## config.mk

```make
export PLATFORM = sky130hd
export DESIGN_NAME = tlrp_div
export DESIGN_NICKNAME = d
export VERILOG_FILES = /design/src/sv/tlrp_pkg.sv /design/src/sv/tlrp_div.sv
export SDC_FILE = /design/constraint.sdc
export NUM_CORES = 1
export LEC_CHECK = 0
export BUFFER_PORTS_ARGS = -buffer_cell sky130_fd_sc_hd__buf_2
export CAP_MARGIN = 30
export CORE_UTILIZATION = 57
export CTS_CLUSTER_SIZE = 40
export DETAILED_ROUTE_END_ITERATION = 6
export PLACE_DENSITY = 0.81
export SETUP_SLACK_MARGIN = 0.15
export SKIP_LAST_GASP = 1
export SLEW_MARGIN = 20
export SYNTH_ARGS = -nofsm -noshare
export SYNTH_HDL_FRONTEND = slang
export SYNTH_SLANG_ARGS = --single-unit
```

## constraint.sdc

```tcl
create_clock -name clk_i -period 3.9 [get_ports clk_i]
set_clock_uncertainty 0.15 [all_clocks]
set_input_delay 0.39 -clock clk_i [delete_from_list [all_inputs] [get_ports clk_i]]
set_output_delay 0.39 -clock clk_i [all_outputs]
set_load 0.01 [all_outputs]
```

## src/sv/tlrp_pkg.sv

```systemverilog
// Shared constants, types and codes for the two-level LRU refresh predictor.
// No dependencies; every other file but the RAM and the bench channel file imports this package.
`default_nettype none

package tlrp_pkg;

  localparam int ENTRIES    = 1024;
  localparam int IDX_W      = $clog2(ENTRIES);
  localparam int CNT_W      = IDX_W + 1;
  localparam int TAG_BITS   = 48;
  localparam int TIME_BITS  = 40;
  localparam int CTR_W      = 48;
  localparam int RET_W      = 40;
  localparam int CAP_W      = 11;
  localparam int REF_W      = 40;
  localparam int CFG_IDX_W  = 2;
  localparam int CFG_DATA_W = 40;

  localparam logic [IDX_W-1:0] LAST_IDX  = IDX_W'(ENTRIES - 1);
  localparam logic [RET_W-1:0] RET_RESET = RET_W'(300000000);
  localparam logic [CAP_W-1:0] CAP_RESET = CAP_W'(1000);

  // Register indexes on the configuration channel.
  localparam logic [CFG_IDX_W-1:0] CFG_RETENTION = CFG_IDX_W'(0);
  localparam logic [CFG_IDX_W-1:0] CFG_CAPACITY  = CFG_IDX_W'(1);

  // List selectors.
  localparam logic LIST_PROB = 1'b0;
  localparam logic LIST_PROT = 1'b1;

  typedef enum logic [1:0] {
    OUT_WITHIN  = 2'd0,
    OUT_BEYOND  = 2'd1,
    OUT_PROMOTE = 2'd2,
    OUT_MISS    = 2'd3
  } outcome_e;

  // One slot of a list memory.
  typedef struct packed {
    logic                 valid;
    logic [TAG_BITS-1:0]  tag;
    logic [TIME_BITS-1:0] stamp;
    logic [IDX_W-1:0]     prv;
    logic [IDX_W-1:0]     nxt;
  } entry_t;

  localparam int ENTRY_W = $bits(entry_t);

  typedef enum logic [3:0] {
    ST_CLEAR,
    ST_IDLE,
    ST_SCAN,
    ST_SCAN_END,
    ST_DECIDE,
    ST_UP,
    ST_UP_WR,
    ST_UN,
    ST_UN_WR,
    ST_INV,
    ST_PUSH,
    ST_PH_WR,
    ST_FIN
  } state_e;

endpackage

`default_nettype wire

```

## src/sv/tlrp_div.sv

```systemverilog
// Restoring radix-2 divider, one quotient bit per cycle, for the refresh charge.
// Depends on tlrp_pkg for the operand width.
`default_nettype none

module tlrp_div (
  input  logic                      clk_i,
  input  logic                      rst_ni,
  input  logic                      start_i,
  input  logic [tlrp_pkg::RET_W-1:0] dividend_i,
  input  logic [tlrp_pkg::RET_W-1:0] divisor_i,
  output logic                      busy_o,
  output logic [tlrp_pkg::RET_W-1:0] quotient_o
);
  import tlrp_pkg::*;

  localparam int STEP_W = $clog2(RET_W + 1);

  logic [RET_W-1:0]  rem_q;
  logic [RET_W-1:0]  quo_q;
  logic [RET_W-1:0]  dvs_q;
  logic [STEP_W-1:0] step_q;
  logic              busy_q;
  logic [RET_W:0]    rem_sh;
  logic [RET_W:0]    rem_sub;
  logic              take;

  assign rem_sh  = {rem_q, quo_q[RET_W-1]};
  assign take    = rem_sh >= {1'b0, dvs_q};
  assign rem_sub = rem_sh - {1'b0, dvs_q};

  always_ff @(posedge clk_i or negedge rst_ni) begin
    if (!rst_ni) begin
      busy_q <= 1'b0;
      step_q <= '0;
    end else if (start_i) begin
      busy_q <= 1'b1;
      step_q <= STEP_W'(RET_W);
    end else if (busy_q) begin
      step_q <= step_q - STEP_W'(1);
      if (step_q == STEP_W'(1)) begin
        busy_q <= 1'b0;
      end
    end
  end

  always_ff @(posedge clk_i) begin
    if (start_i) begin
      rem_q <= '0;
      quo_q <= dividend_i;
      dvs_q <= divisor_i;
    end else if (busy_q) begin
      // The remainder stays below the divisor, so the top bit drops cleanly.
      rem_q <= take ? rem_sub[RET_W-1:0] : rem_sh[RET_W-1:0];
      quo_q <= {quo_q[RET_W-2:0], take};
    end
  end

  assign busy_o     = busy_q;
  assign quotient_o = quo_q;

endmodule

`default_nettype wire

```

-- Word level (Yosys, flattened, before mapping)
Index checks and enable logic that the tools add are counted.
- bitwise gates (word level): 0
- divide/modulo/power cells: 0
- multiply operators: 0
- shift-type cells: 0
- add/sub/neg operators: 2
- reductions and logical operators: 1
- $lt $le $gt $ge: 1
- equal/unequal tests: 1
- multiplexer cells: 8
- operator list (operator ; number):
    40-bit 2-to-1 mux ; 3
    41-bit by 40-bit greater-or-equal comparator with 1-bit output ; 1
    40-bit subtractor ; 1
    6-bit 2-to-1 mux ; 2
    6-bit by 1-bit equality test with 1-bit output (second input constant) ; 1
    6-bit by 1-bit subtractor with 6-bit output (second input constant) ; 1
    1-bit 2-to-1 mux ; 3
    2-bit nonzero test ; 1
- bits of input ports: 83
- memories: 0
- bits in registers: 127
- logic and storage cells: 18
- memory bits (read-only): 0
- bits in writable memories: 0
- latch bits: 0

-- Logic depth before layout (Yosys ltp)
- word-level depth: 4
- depth in mapped cells: 13

-- Worst setup path after synthesis
Ideal clock, no wire load.
- path kind: register to register
- start point: register quo_q[39], in the netlist quotient_o[39]
- end point: register rem_q[38]
- data required time: 3.632 ns
- stages on the path, launching flop included: 13
- buffers on the path: 0
- setup slack: 0.967 ns
- period minus slack after synthesis: 2.933 ns
- data arrival time: 2.665 ns
- library setup time: 0.118 ns
- path through: edfxtp_1 -> inv_1 -> ha_1 -> fa_1 -> and2b_1 -> o2111ai_2 -> a21oi_2 -> nor3_1 -> o31ai_1 -> a21oi_1 -> o41ai_2 -> xnor2_1 -> o21ai_1
- cells in the longest elaborated chain, start to end: 2
- elaborated cells on any way between the ends: 3
- those cells by class: add/sub: 1; order compare: 1; mux: 1
- ends and longest elaborated chain (what ; line ; source):
    start: declaration ; tlrp_div.sv:19 ; logic [RET_W-1:0] quo_q;
    start signal: assignment ; tlrp_div.sv:49 ; quo_q <= dividend_i;
    start signal: assignment ; tlrp_div.sv:54 ; quo_q <= {quo_q[RET_W-2:0], take};
    40-bit subtractor / 41-bit by 40-bit greater-or-equal comparator with 1-bit output (equally long branches) ; tlrp_div.sv:29, tlrp_div.sv:28 ;
    40-bit 2-to-1 mux * ; tlrp_div.sv:53 ; rem_q <= take ? rem_sub[RET_W-1:0] : rem_sh[RET_W-1:0];
    end signal: assignment ; tlrp_div.sv:53 ;
    end: declaration ; tlrp_div.sv:18 ; logic [RET_W-1:0] rem_q;
Every way passes the cells marked *; elsewhere a longest branch is shown, timed or not.
A chain may end at the register's enable or synchronous reset.

-- Final worst setup path
- start point: register quo_q[39], in the netlist quotient_o[39]
- end point: register rem_q[26]
Same word-level chain as after synthesis.

==> results.yml <==
pwr:
  p_total_uw: 5520
  pwr-share-clk_pct: 29.8
  power.share.switching_pct: 35.1
  combPwrFrac_pct: 37.0
  power_density_mw_per_mm2: 599
  ir_drop_mv: 0.383
  p_int_uw: 3580
  p_leak_uw: 0.00389
  power.switching_uw: 1940
  seqPwrFrac_pct: 33.1
place:
  routabilityCongestion: 0.954
  dp.final_hpwl_um: 11400
  numPortBuffers: 123
sta:
  finalCritPeriodShare_pct: 84.6
  fmax_mhz: 303
  worstMarginPinSlew_ps: 721
  relSlewSlack_pct: 51.7
  finalSetupViolCount: 0
  timing.hold.ws_ps: 110
  rsz0062_at_grt: "false"
  min_period_ps: 3300
  tns_ps: 0
  hold_viol_final: 0
  maxSlewViolCount: 0
logic_synthesis:
  synth_edf_count: 80
  synth_top_family_by_area: "compound AO/OA/AOI/OAI gates"
  ys_seq_area_share_pct: 45.3
  synth_top_area_share_pct: 32.2
  synth_seq_cells: 127
  synth-compound-area-share_pct: 16.0
  yosysWarnings: 0
  synth_area_per_cell_um2: 10.1
  ys_types: 58
  synth_fa_ha_area_share_pct: 7.31
  yosys-top-cells-area: "edfxtp_1 (32%), dfxtp_1 (11%), ha_1 (7.0%)"
  yosysTopAreaCell: "edfxtp_1"
  async_reset_ff_share_pct: 5.51
  muxShareOfSynthArea_pct: 9.40
  postSynthCellCount: 741
  ys.flop_type: "edfxtp_1"
  synthXorXnorAreaFrac_pct: 4.81
  netlist_area_mm2: 0.00746
  syn-num-nets: 867
  synthSimpleGateAreaFrac_pct: 12.5
cts:
  clk_latency_ps: 430
  clk_pin_slew_ps: 70
  cts_buffer_depth: 2
  ctsResizeCount: 0
  clockRootBuffer: "clkbuf_16"
  clkSinkCount: 127
  cts_buffers: 17
  cts_tree: "built"
  h-tree-depth: 4
  hold_buffers: 41
  post-cts-setup-buffers: 0
global_routing:
  grt_antenna_before_repair: 0
  grt_pass1_wl_um: 27000
  grt_usage_pct: 25.9
  grt_pass1_vias: 5925
  grt_remaining_overflow: 0
  grt_max_degree: 87
status:
  status: "completed"
floorplan:
  ios: 124
  dieWidth_um: 116
  rows: 41
  dieArea_mm2: 0.0136
  core_mm2: 0.0127
  die_h_um: 116
  start_util_pct: 58.9
worst_setup_path:
  worstPathRequired_ps: 4090
  reg2reg_depth: 12
  regToRegStartpoint: "quotient_o[39]$_DFFE_PP_"
  cp-end-kind: "flop"
  criticalPathCategory: "flop to flop"
  r2r_slack_ps: 600
  path_max_fanout: 3
  regToRegEndpoint: "rem_q[26]$_SDFFE_PP0P_"
  arrival_ps: 3490
  cp-start-kind: "flop"
routing:
  met1Wirelength_um: 7050
  viasPerCell: 5.68
  ant_nets: 0
  wl_met2_um: 8400
  drc: 0
  routedWlPerCell_um: 15.4
  drt_pass1_iterations: 5
  dr_wl_met3_um: 809
  routed.top_layer: "met4"
  drt-initial-drc-count: 464
  finalWirelength_um: 16600
  num_vias: 6122
final_layout:
  drive_above_1_share_pct: 24.2
  post-route-util_pct: 72.7
  syn2layout_area_growth_pct: 23.5
  antenna_cells: 0
  fin_nets: 1019
  final_common_cell: "buf_2"
  fillCellCount: 909
  layout_common_cells: "buf_2 (122), edfxtp_1 (80), nand2_1 (59), nor2_1 (57), a21oi_1 (54)"
run:
  maxCapViolations: 0
min_path:
  min_path_type: "input pin to flop"
  min_to: "quotient_o[26]$_DFFE_PP_"
  holdPathStages: 2
  hp-start: "dividend_i[26]"
flip-flops by register name, summed over array words and instances (netlist names):
register	cells
quotient_o	40
step_q	6
busy_o	1
rem_q	40
dvs_q	40
per-stage QoR:
stage	instance area (um^2)	worst slack, ps	instances
2_1_floorplan	7460	967	741
3_3_place_gp	8200	777	1005
3_5_place_dp	8200	660	1005
4_1_cts	9220	632	1078
5_1_grt	9220	389	1078
6_report	9220	600	1078
worst max-delay path by stage:
stage	slack, ps	to	from	cells past startpoint
finish	600	rem_q[26]$_SDFFE_PP0P_	quotient_o[39]$_DFFE_PP_	12
CTS	630	rem_q[38]$_SDFFE_PP0P_	quotient_o[39]$_DFFE_PP_	12
global route	390	rem_q[26]$_SDFFE_PP0P_	quotient_o[39]$_DFFE_PP_	12
floorplan	970	rem_q[38]$_SDFFE_PP0P_	quotient_o[39]$_DFFE_PP_	12
global placement	780	rem_q[38]$_SDFFE_PP0P_	quotient_o[39]$_DFFE_PP_	12
detailed placement	660	rem_q[38]$_SDFFE_PP0P_	quotient_o[39]$_DFFE_PP_	12
final cells by class:
| type | instances | area, um^2 | area share [%] |
|---|---|---|---|
| multi-input combinational | 527 | 3730 | 40.5 |
| sequential | 127 | 3380 | 36.7 |
| timing repair buffer | 171 | 1090 | 11.9 |
| clock buffer | 18 | 429 | 4.66 |
| tap | 172 | 215 | 2.34 |
| inverter | 49 | 184 | 2.00 |
| clock inverter | 14 | 180 | 1.96 |
logic make-up after synthesis:
| logic type | Yosys count |
|---|---|
| DFF | 127 |
| AOI/OAI and AO/OA | 181 |
| buffers and inverters | 87 |
| muxes | 65 |
| adders and majority gates | 43 |
| xor gates and xnor gates | 41 |
| and+or+nand+nor | 197 |
metal layers:
layer  up-vias  global-route usage (%)
li1       3001                       -
met1      2889                    30.6
met2       187                    44.0
met3        45                    7.01
met4         0                    11.9
met5         -                       0
cell usage after synthesis, drive strengths merged, types with 10 or more instances:
master	count
a211oi	29
a21o	12
a21oi	60
buf	10
clkbuf	28
dfxtp	40
edfxtp	80
ha	42
inv	49
mux2	41
mux2i	24
nand2	59
nand2b	12
nand4	12
nor2	57
nor3	20
o21ai	35
xnor2	25
xor2	16
critical path, stage by stage, from the launching register on:
cell and delay, ps:
edfxtp_1 330, inv_1 60, ha_1 220, fa_1 410, and2b_1 260, o2111ai_2 140, a21oi_2 230, nor3_1 100
o31ai_1 490, a21oi_1 190, xnor2_1 220, mux2i_1 150, a211oi_1 250
power by group through the flow:
stage                     logic [uW]  clock network, uW  registers [uW]
after floorplan                 1550                  0            1840
after global placement          1930                  0            1830
after detailed placement        1970                  0            1850
after CTS                       2020               1670            1830
after global routing            2270               1720            1860
final                           2050               1650            1830
No activity file was read; power rests on OpenSTA's default activity.
