$ cat src/sv/tlrp_ram.sv
// Generic simple dual-port RAM: one write port, one read port, registered read.
// No dependencies.
`default_nettype none

module tlrp_ram #(
  parameter int WIDTH = 8,
  parameter int DEPTH = 16
) (
  input  logic                     clk_i,
  input  logic                     we_i,
  input  logic [$clog2(DEPTH)-1:0] waddr_i,
  input  logic [WIDTH-1:0]         wdata_i,
  input  logic [$clog2(DEPTH)-1:0] raddr_i,
  output logic [WIDTH-1:0]         rdata_o
);

  logic [WIDTH-1:0] mem_q [DEPTH];

  always_ff @(posedge clk_i) begin
    if (we_i) begin
      mem_q[waddr_i] <= wdata_i;
    end
    rdata_o <= mem_q[raddr_i];
  end

endmodule

`default_nettype wire

$ cat config.mk
export PLATFORM = sky130hd
export DESIGN_NAME = tlrp_ram
export DESIGN_NICKNAME = d
export VERILOG_FILES = /design/src/sv/tlrp_ram.sv
export SDC_FILE = /design/constraint.sdc
export NUM_CORES = 1
export LEC_CHECK = 0
export ABC_AREA = 1
export BUFFER_PORTS_ARGS = -buffer_cell sky130_fd_sc_hd__buf_2
export CORE_UTILIZATION = 45
export DETAILED_ROUTE_END_ITERATION = 8
export GPL_TIMING_DRIVEN = 1
export RECOVER_POWER = 25
export SYNTH_ARGS = -nofsm -noshare
export SYNTH_HDL_FRONTEND = slang
export SYNTH_SLANG_ARGS = --single-unit
$ cat constraint.sdc
create_clock -name clk_i -period 2.8 [get_ports clk_i]
set_input_delay 0.56 -clock clk_i [delete_from_list [all_inputs] [get_ports clk_i]]
set_output_delay 0.56 -clock clk_i [all_outputs]
set_load 0.1 [all_outputs]
[After elaboration in Yosys (flattened, before gate mapping)]
Memory sizes are Yosys's and may differ from the RTL's. A register that Yosys moved wholly into a read port is not among the register bits.
Cells that the tools add are included.
Operators by class
  mux-type cells: 2
Operators with widths (number)
  $mux W1: 2
Storage, ports and cells
  register bits: 0
  RAM bits: 128
  bits of input ports: 18
  output and inout bits: 8
  memories: 1
Memories
  mem_q: words 16, bits a word 8, rd ports 1, clocked after Yosys merged registers in 1, write ports 1, line 17  | logic [WIDTH-1:0] mem_q [DEPTH];

[Logic depth before layout (Yosys ltp)]
Gate-level depths: netlist of the first run.
  depth in word-level cells: 2
  mapped depth: 8
  mapped depth without buffers: 7

[Worst setup path before layout of the first run]
No wires, ideal clock.
  kind: input-to-reg
  from: input port waddr_i[2]
  to: memory mem_q[10][0] (enable)
  data arrival time: 1.141 ns
  data required time: 2.430 ns
  slack: 1.289 ns
  cell stages on the path: 2
  path buffers: 0
  cell sequence: nand3b_1 nor2_1
RTL lines
  start, declared: line 11  | input logic [$clog2(DEPTH)-1:0] waddr_i,
  end, declared: line 17
No word-level cell before the write port.

[Worst setup path in the final report of the first run]
  from: register rdata_o[5], read port of mem_q
  to: output port rdata_o[5]
RTL lines
  start, declared: line 14  | output logic [WIDTH-1:0] rdata_o
No word-level cell between the ends.

==> qor.yml, run 1 <==
status:
  status: "finished clean"
run:
  cap_violations: 0
min_path:
  hp-class: "input port to flop"
place:
  place_area_um2: 5970
  routabilityCongestion: 0.804
  portBuffers: 25
  hpwl_um: 7880
  pre_cts_slack_ns: 0.725
clock_network:
  cts_buffer_depth: 2
  cts_tree: "built"
  ctsHoldBuffers: 0
  root_buffer: "clkbuf_16"
  cts_made_buffers: 17
  clock-sinks: 136
  cts_resized: 0
  postCtsSetupRepairBufs: 0
  htree_levels: 4
  worstSkewPairLatency_ns: 0.41
  cts.reportedPaths.clkPinSlew_ns: 0.06
global_route:
  grt-ovfl-total: 0
  track_usage: 0.206
  grt_pass1_wl_um: 19500
  antenna_found_initial: 0
  grt_max_degree: 65
  grt_pass1_vias: 3481
power_and_ir_drop:
  p_clk_frac: 0.481
  seqPwrFrac: 0.449
  vdd_ir_drop_max_mv: 0.385
  p_switching_mw: 1.11
  swShare: 0.217
  p_leak_nw: 2.84
  intPower_mw: 4.00
  powerDensity_nw_per_um2: 771
  pwr-share-comb: 0.070
finish:
  fin_util: 0.541
  layout_common_cells: "173 x nand2_1, 128 x edfxtp_1, 100 x inv_1, 97 x nand3_1, 20 x buf_2"
  final_nets: 592
  final_area_um2: 6630
  insertedDiodeCount: 0
  fillers: 1079
  final_layout_size_suffix_gt1_frac: 0.0971
  final_common_cell: "nand2_1"
  syn_to_final_growth_pct: 14.9
yosys:
  synthDistinctLibCells: 12
  syn_nets: 569
  ys_ff_latch: 136
  synthesis.area_um2: 5770
  ys_seq_area_frac: 0.694
  ys_warn_count: 0
  syn_avg_cell_area_um2: 10.5
  syn_inst: 551
detailed_routing:
  drtAntennaViolNets: 0
  dr_total_vias: 3710
  drcViolationCount: 0
  dr.pass1.iters: 7
  post_drt_via_cell_ratio: 4.91
  drt_wl_total_um: 12700
  avgRoutedWirePerCell_um: 16.8
  drt-initial-drc-count: 313
setup_path:
  crit_chain: "buf_2"
  crit_path_end_kind: "output port"
  crit_fanout: 1
  crit_path_start_kind: "flop"
  crit_arrival_ns: 1.21
  path_buf_inv: 1
  cp_slowest_cell: "buf_2"
  crit_path_max_incr_delay_ns: 0.45
  path_class: "flop to output port"
  critPathTopFamily: "buffers and inverters"
  required_ns: 2.24
timing:
  fin_skew_ns: 0.00659
  finalCritPeriodShare: 0.633
  slew_headroom: 0.370
  min_period_ns: 1.77
  whs_ns: 0.525
  slew_violations: 0
  fin_ws_ns: 1.03
  max_freq_mhz: 564
  setup_tns_ns: 0
  hold_viol: 0
  setup_violations: 0
  rsz0062_at_grt: "false"
  worst_pin_slew_ns: 0.945
floorplan:
  die_x_um: 115
  core_um2: 12300
  ioPinCount: 26
  start_util: 0.470
  std_cell_rows: 40
  die_area_um2: 13300
  dieHeight_um: 115
flip-flops by register name, indices dropped and copies added (netlist names):
name     flops
mem_q      128
rdata_o      8
cells in the mapped netlist:
cell	n	share of area
nand2_1	173	0.11
buf_2	13	0.011
nor2_1	17	0.011
dfxtp_1	8	0.028
inv_1	100	0.065
edfxtp_1	128	0.67
inv_2	2	0.0013
nand3_1	97	0.084
nand3b_1	2	0.0026
buf_6	6	0.012
buf_4	4	0.0052
buf_1	1	0.00065
logic make-up (layout without fill, tap and decap cells):
kind of cell  count (synthesis)  after routing  share of synthesized area
buf+inv                     126            162                     0.0952
flops                       136            136                      0.694
simple gates                289            289                      0.210
per-layer routing:
metal / part of all wire / vias to the layer above / wire length (µm) / track usage
li1: - / 1824 / - / -
met1: 0.43 / 1765 / 5480 / 0.274
met2: 0.50 / 112 / 6360 / 0.333
met3: 0.055 / 9 / 693 / 0.0427
met4: 0.011 / 0 / 140 / 0.0823
met5: 0 / - / 0 / 0
layout make-up:
class,count,area (µm²),share of cell area
sequential,136,4000,0.604
multi-input combinational,289,1210,0.183
clock buffer,20,467,0.0704
inverter,102,383,0.0578
tap,168,210,0.0317
clock inverter,12,196,0.0296
timing repair buffer,28,154,0.0232
power by group through the flow:
stage	registers (mW)	logic, mW	clock network (mW)
global placement	2.34	0.362	0
global route	2.30	0.388	2.57
detailed placement	2.34	0.362	0
floorplan	2.43	0.161	0
finish	2.29	0.359	2.46
CTS	2.29	0.363	2.48
stage by stage:
step	instances	total power [mW]
final	755	5.11
after floorplan	551	2.59
after detailed placement	723	2.70
after global routing	755	5.26
after CTS	755	5.14
after global placement	723	2.70
final timing paths:
kind	from	end	slack [ns]	cells after the start
min reg2reg	mem_q[11][6]	rdata_o[6]	0.65	6
max reg2reg	mem_q[7][5]	rdata_o[5]	1.76	6
min	raddr_i[3]	rdata_o[3]	0.53	3
max	rdata_o[5]	rdata_o[5]	1.03	1
Power figures use the tool's default switching activity.
==> run 2, diff against run 1 <==
==> constraint.sdc (replaced) <==
create_clock -name clk_i -period 1.4 [get_ports clk_i]
set_input_delay 0.28 -clock clk_i [delete_from_list [all_inputs] [get_ports clk_i]]
set_output_delay 0.28 -clock clk_i [all_outputs]
set_load 0.1 [all_outputs]
==> qor.yml, run 2 (same netlist as run 1, synthesis figures left out) <==
status:
  status: "finished clean"
global_route:
  use_met1: 0.269
  busiest_layer: "met2"
  grtUsageMet3: 0.0511
  grt-ovfl-total: 0
  use_met2: 0.355
  antenna_found_initial: 0
  grt_pass1_vias: 3723
  track_usage: 0.218
  grt_pass1_wl_um: 20200
  grt_max_degree: 37
finish:
  fin_util: 0.559
  final_layout_size_suffix_gt1_frac: 0.128
  layout_common_cells: "173 x nand2_1, 128 x edfxtp_1, 100 x inv_1, 97 x nand3_1, 27 x buf_4"
  syn_to_final_growth_pct: 18.8
  insertedDiodeCount: 0
  top_regs: "mem_q x128, rdata_o x8"
  final_area_um2: 6850
  final_nets: 615
  final_common_cell: "nand2_1"
  largest_reg_flops: 128
  regMostFlops: "mem_q"
detailed_routing:
  post_drt_via_cell_ratio: 4.97
  dr.pass1.iters: 5
  avgRoutedWirePerCell_um: 16.5
  drtAntennaViolNets: 0
  drt_wl_total_um: 12900
  drcViolationCount: 0
  dr_total_vias: 3866
  drt-initial-drc-count: 391
setup_path:
  r2r_end: "rdata_o[4]"
  critPathTopFamily: "flip-flops"
  crit_fanout: 1
  crit_chain: "buf_4"
  crit_start: "rdata_o[0]"
  cp_slowest_cell: "dfxtp_1"
  required_ns: 1.12
  crit_path_end_kind: "output port"
  crit_path_max_incr_delay_ns: 0.34
  rrSetupSlack_ns: 0.35
  path_class: "flop to output port"
  crit_path_start_kind: "flop"
  path_buf_inv: 1
  r2r_start: "mem_q[3][4]"
  reg2regPathDepth: 6
  crit_arrival_ns: 1.06
timing:
  setup_tns_ns: 0
  slew_headroom: 0.396
  rsz0062_at_grt: "false"
  hold_viol: 0
  worst_pin_slew_ns: 0.906
  setup_violations: 0
  max_freq_mhz: 747
  slew_violations: 0
  finalCritPeriodShare: 0.956
  fin_skew_ns: 0.0150
  min_period_ns: 1.34
clock_network:
  htree_levels: 4
  clock-sinks: 136
  cts.reportedPaths.clkPinSlew_ns: 0.06
  cts_tree: "built"
  root_buffer: "clkbuf_16"
  cts_made_buffers: 17
  worstSkewPairLatency_ns: 0.42
  cts_buffer_depth: 2
min_path:
  hold_end: "rdata_o[7]"
  hp-class: "input port to flop"
  hp-start: "raddr_i[3]"
  min_path_cells: 3
floorplan:
  core_um2: 12300
  start_util: 0.470
  dieHeight_um: 115
  std_cell_rows: 40
  die_x_um: 115
  die_area_um2: 13300
  ioPinCount: 26
place:
  hpwl_um: 8080
  portBuffers: 25
  routabilityCongestion: 0.823
  place_area_um2: 6220
power_and_ir_drop:
  p_leak_nw: 2.98
  powerDensity_nw_per_um2: 1460
  vdd_ir_drop_max_mv: 0.810
run:
  cap_violations: 0
[run 2: changes by cell type in the layout (fill, tap and decap cells not counted), moves of 2 or more]
cell        previous run  this run
buf_12                 1         7
buf_2                 20        12
buf_4                  2        27
clkbuf_8               3         1
clkinv_4               1         3
clkinvlp_4             3         1
[run 2: where the power goes]
| group | leakage [nW] | internal [mW] | switching (mW) | total, mW |
|---|---|---|---|---|
| logic | 1.45 | 0.217 | 0.583 | 0.800 |
| clock network | 0.304 | 3.01 | 1.61 | 4.62 |
| registers | 1.22 | 4.55 | 0.0289 | 4.58 |
[run 2: area by class of cell]
class                           count  area (µm²)
Clock buffer                       19         443
Inverter                          102         383
Tap cell                          168         210
Clock inverter                     13         178
Sequential cell                   136        4000
Fill cell                        1048        5410
Multi-Input combinational cell    289        1210
Timing Repair Buffer               51         422
[run 2: what timing repair did]
item / in CTS / in global routing
gates resized for setup: 6 / 0
setup endpoints to repair: 6 / 0
endpoints found under the hold margin: 0 / 0
hold buffers: 0 / 0
setup buffers: 0 / 0
[run 2: worst max-delay path by stage]
stage          slack, ns      endpoint  cells past startpoint
6_report            0.06    rdata_o[0]                      1
5_1_grt             0.03    rdata_o[0]                      1
4_1_cts             0.04    rdata_o[0]                      1
3_5_place_dp        0.05    rdata_o[5]                      8
3_3_place_gp        0.05    rdata_o[4]                      7
2_1_floorplan       0.17  mem_q[10][0]                      2
[run 2: stage by stage]
step | std cells | power (mW) | setup slack, ns | hold WS [ns]
2_1_floorplan | 551 | 5.17 | 0.169 | 0.379
3_3_place_gp | 746 | 5.45 | 0.0528 | 0.591
3_5_place_dp | 746 | 5.46 | 0.0525 | 0.583
4_1_cts | 778 | 10.1 | 0.0402 | 0.140
5_1_grt | 778 | 10.3 | 0.0307 | 0.165
6_report | 778 | 10.0 | 0.0610 | 0.166
[run 2: metal layers]
metal / part of all wire / wire (µm)
met1: 0.41 / 5340
met2: 0.50 / 6390
met3: 0.061 / 779
met4: 0.028 / 364
met5: 0 / 0
==> run 3, diff against run 2 <==
--- a/config.mk
+++ b/config.mk
@@ -8,8 +8,9 @@
 export ABC_AREA = 1
 export BUFFER_PORTS_ARGS = -buffer_cell sky130_fd_sc_hd__buf_2
 export CORE_UTILIZATION = 45
+export CTS_CLUSTER_DIAMETER = 30
 export DETAILED_ROUTE_END_ITERATION = 8
-export GPL_TIMING_DRIVEN = 1
+export GPL_TIMING_DRIVEN = 0
 export RECOVER_POWER = 25
 export SYNTH_ARGS = -nofsm -noshare
 export SYNTH_HDL_FRONTEND = slang
==> qor.yml, run 3 (same netlist as run 1, synthesis figures left out) <==
setup_path:
  rrSetupSlack_ns: 0.37
  crit_path_end_kind: "flop"
  crit_chain: "buf_2 -> nand3b_1 -> nor2_1"
  cp_slowest_cell: "nor2_1"
  crit_arrival_ns: 1.39
  required_ns: 1.43
  path_class: "input port to flop"
  r2r_start: "mem_q[10][4]"
  crit_path_max_incr_delay_ns: 0.71
  critPathTopFamily: "simple AND/OR/NAND/NOR gates"
  r2r_end: "rdata_o[4]"
  crit_path_start_kind: "input port"
  path_buf_inv: 1
  crit_fanout: 8
  reg2regPathDepth: 6
global_route:
  track_usage: 0.229
  grtUsageMet3: 0.0596
  grt-ovfl-total: 0
  grt_pass1_vias: 3624
  grt_max_degree: 17
  use_met1: 0.308
  use_met2: 0.367
  busiest_layer: "met2"
  antenna_found_initial: 0
  grt_pass1_wl_um: 21100
clock_network:
  htree_levels: 4
  cts_made_buffers: 17
  worstSkewPairLatency_ns: 0.41
  postCtsSetupRepairBufs: 0
  clock-sinks: 136
  cts_tree: "built"
  cts_buffer_depth: 2
  root_buffer: "clkbuf_16"
  cts.reportedPaths.clkPinSlew_ns: 0.05
timing:
  whs_ns: 0.303
  worst_pin_slew_ns: 0.893
  min_period_ns: 1.36
  rsz0062_at_grt: "true"
  slew_violations: 0
  fin_skew_ns: 0.00766
  finalCritPeriodShare: 0.970
  fin_ws_ns: 0.0424
  hold_viol: 0
  max_freq_mhz: 737
  slew_headroom: 0.402
  setup_violations: 0
detailed_routing:
  drt_wl_total_um: 14000
  post_drt_via_cell_ratio: 5.04
  drtAntennaViolNets: 0
  avgRoutedWirePerCell_um: 18.1
  drt-initial-drc-count: 313
  drcViolationCount: 0
  dr_total_vias: 3897
  dr.pass1.iters: 5
floorplan:
  start_util: 0.470
  ioPinCount: 26
  std_cell_rows: 40
  core_um2: 12300
  die_x_um: 115
  die_area_um2: 13300
  dieHeight_um: 115
min_path:
  hp-start: "wdata_i[4]"
  hold_end: "mem_q[10][4]"
  hp-class: "input port to flop"
  min_path_cells: 1
power_and_ir_drop:
  powerDensity_nw_per_um2: 1430
  p_clk_frac: 0.435
  p_leak_nw: 2.87
  seqPwrFrac: 0.481
  swShare: 0.229
  p_switching_mw: 2.18
  vdd_ir_drop_max_mv: 0.948
  intPower_mw: 7.34
  pwr-share-comb: 0.084
finish:
  layout_common_cells: "173 x nand2_1, 128 x edfxtp_1, 100 x inv_1, 97 x nand3_1, 22 x buf_2"
  fin_util: 0.544
  final_layout_size_suffix_gt1_frac: 0.119
  top_regs: "mem_q x128, rdata_o x8"
  final_nets: 610
  fillers: 1065
  insertedDiodeCount: 0
  final_area_um2: 6670
  stdcell_count: 773
  regMostFlops: "mem_q"
  largest_reg_flops: 128
  final_common_cell: "nand2_1"
  syn_to_final_growth_pct: 15.6
place:
  place_area_um2: 6090
  routabilityCongestion: 0.828
  hpwl_um: 9110
  portBuffers: 22
  pre_cts_slack_ns: -0.413
  dpl.cell_count: 741
run:
  cap_violations: 0
status:
  status: "finished clean"
[run 3: per-layer routing]
layer,up-vias,part of all wire
li1,1857,-
met3,21,0.081
met5,-,0
met1,1863,0.44
met2,156,0.47
met4,0,0.017
[run 3: power groups by stage]
stage | clock network [mW] | registers [mW] | logic, mW
floorplan | 0 | 4.85 | 0.321
global placement | 0 | 4.66 | 0.771
detailed placement | 0 | 4.66 | 0.780
CTS | 4.16 | 4.58 | 0.799
global route | 4.34 | 4.59 | 0.855
finish | 4.15 | 4.58 | 0.799
[run 3: stage by stage]
step	total power [mW]	TNS (ns)
global placement	5.43	-31.80
global route	9.78	-0.690
CTS	9.54	0
detailed placement	5.44	-35.23
floorplan	5.17	0
finish	9.52	0
[run 3: area by class of cell]
class	instances	area (µm²)	share of cell area
Clock inverter	2	12.5	0.00188
Sequential cell	136	4000	0.600
Multi-Input combinational cell	289	1220	0.184
Clock buffer	30	544	0.0816
Timing Repair Buffer	22	124	0.0186
Tap cell	168	210	0.0315
Buffer	24	166	0.0250
Inverter	102	383	0.0574
[run 3: worst reg2reg max path: stages, from the launching register on]
cell      delay [ns]
edfxtp_1        0.37
inv_1           0.06
nand2_1         0.06
nand3_1         0.13
nand3_1         0.11
nand3_1         0.13
nand2_1         0.07
[run 3: how the worst max path moves through the flow]
stage,start,end,slack (ns),cells past startpoint
after CTS,waddr_i[2],mem_q[9][4],0.01,3
after global placement,waddr_i[2],mem_q[8][3],-0.39,3
after floorplan,waddr_i[2],mem_q[10][0],0.17,2
after detailed placement,waddr_i[2],mem_q[9][5],-0.41,3
after global routing,waddr_i[3],mem_q[6][1],-0.05,3
final,waddr_i[3],mem_q[6][2],0.04,3
[run 3: repair_timing]
item,in CTS,in global routing
pin swaps,0,0
gates resized for setup,8,4
endpoints found under the hold margin,0,0
endpoints found under the setup margin,8,38
hold buffers,0,0
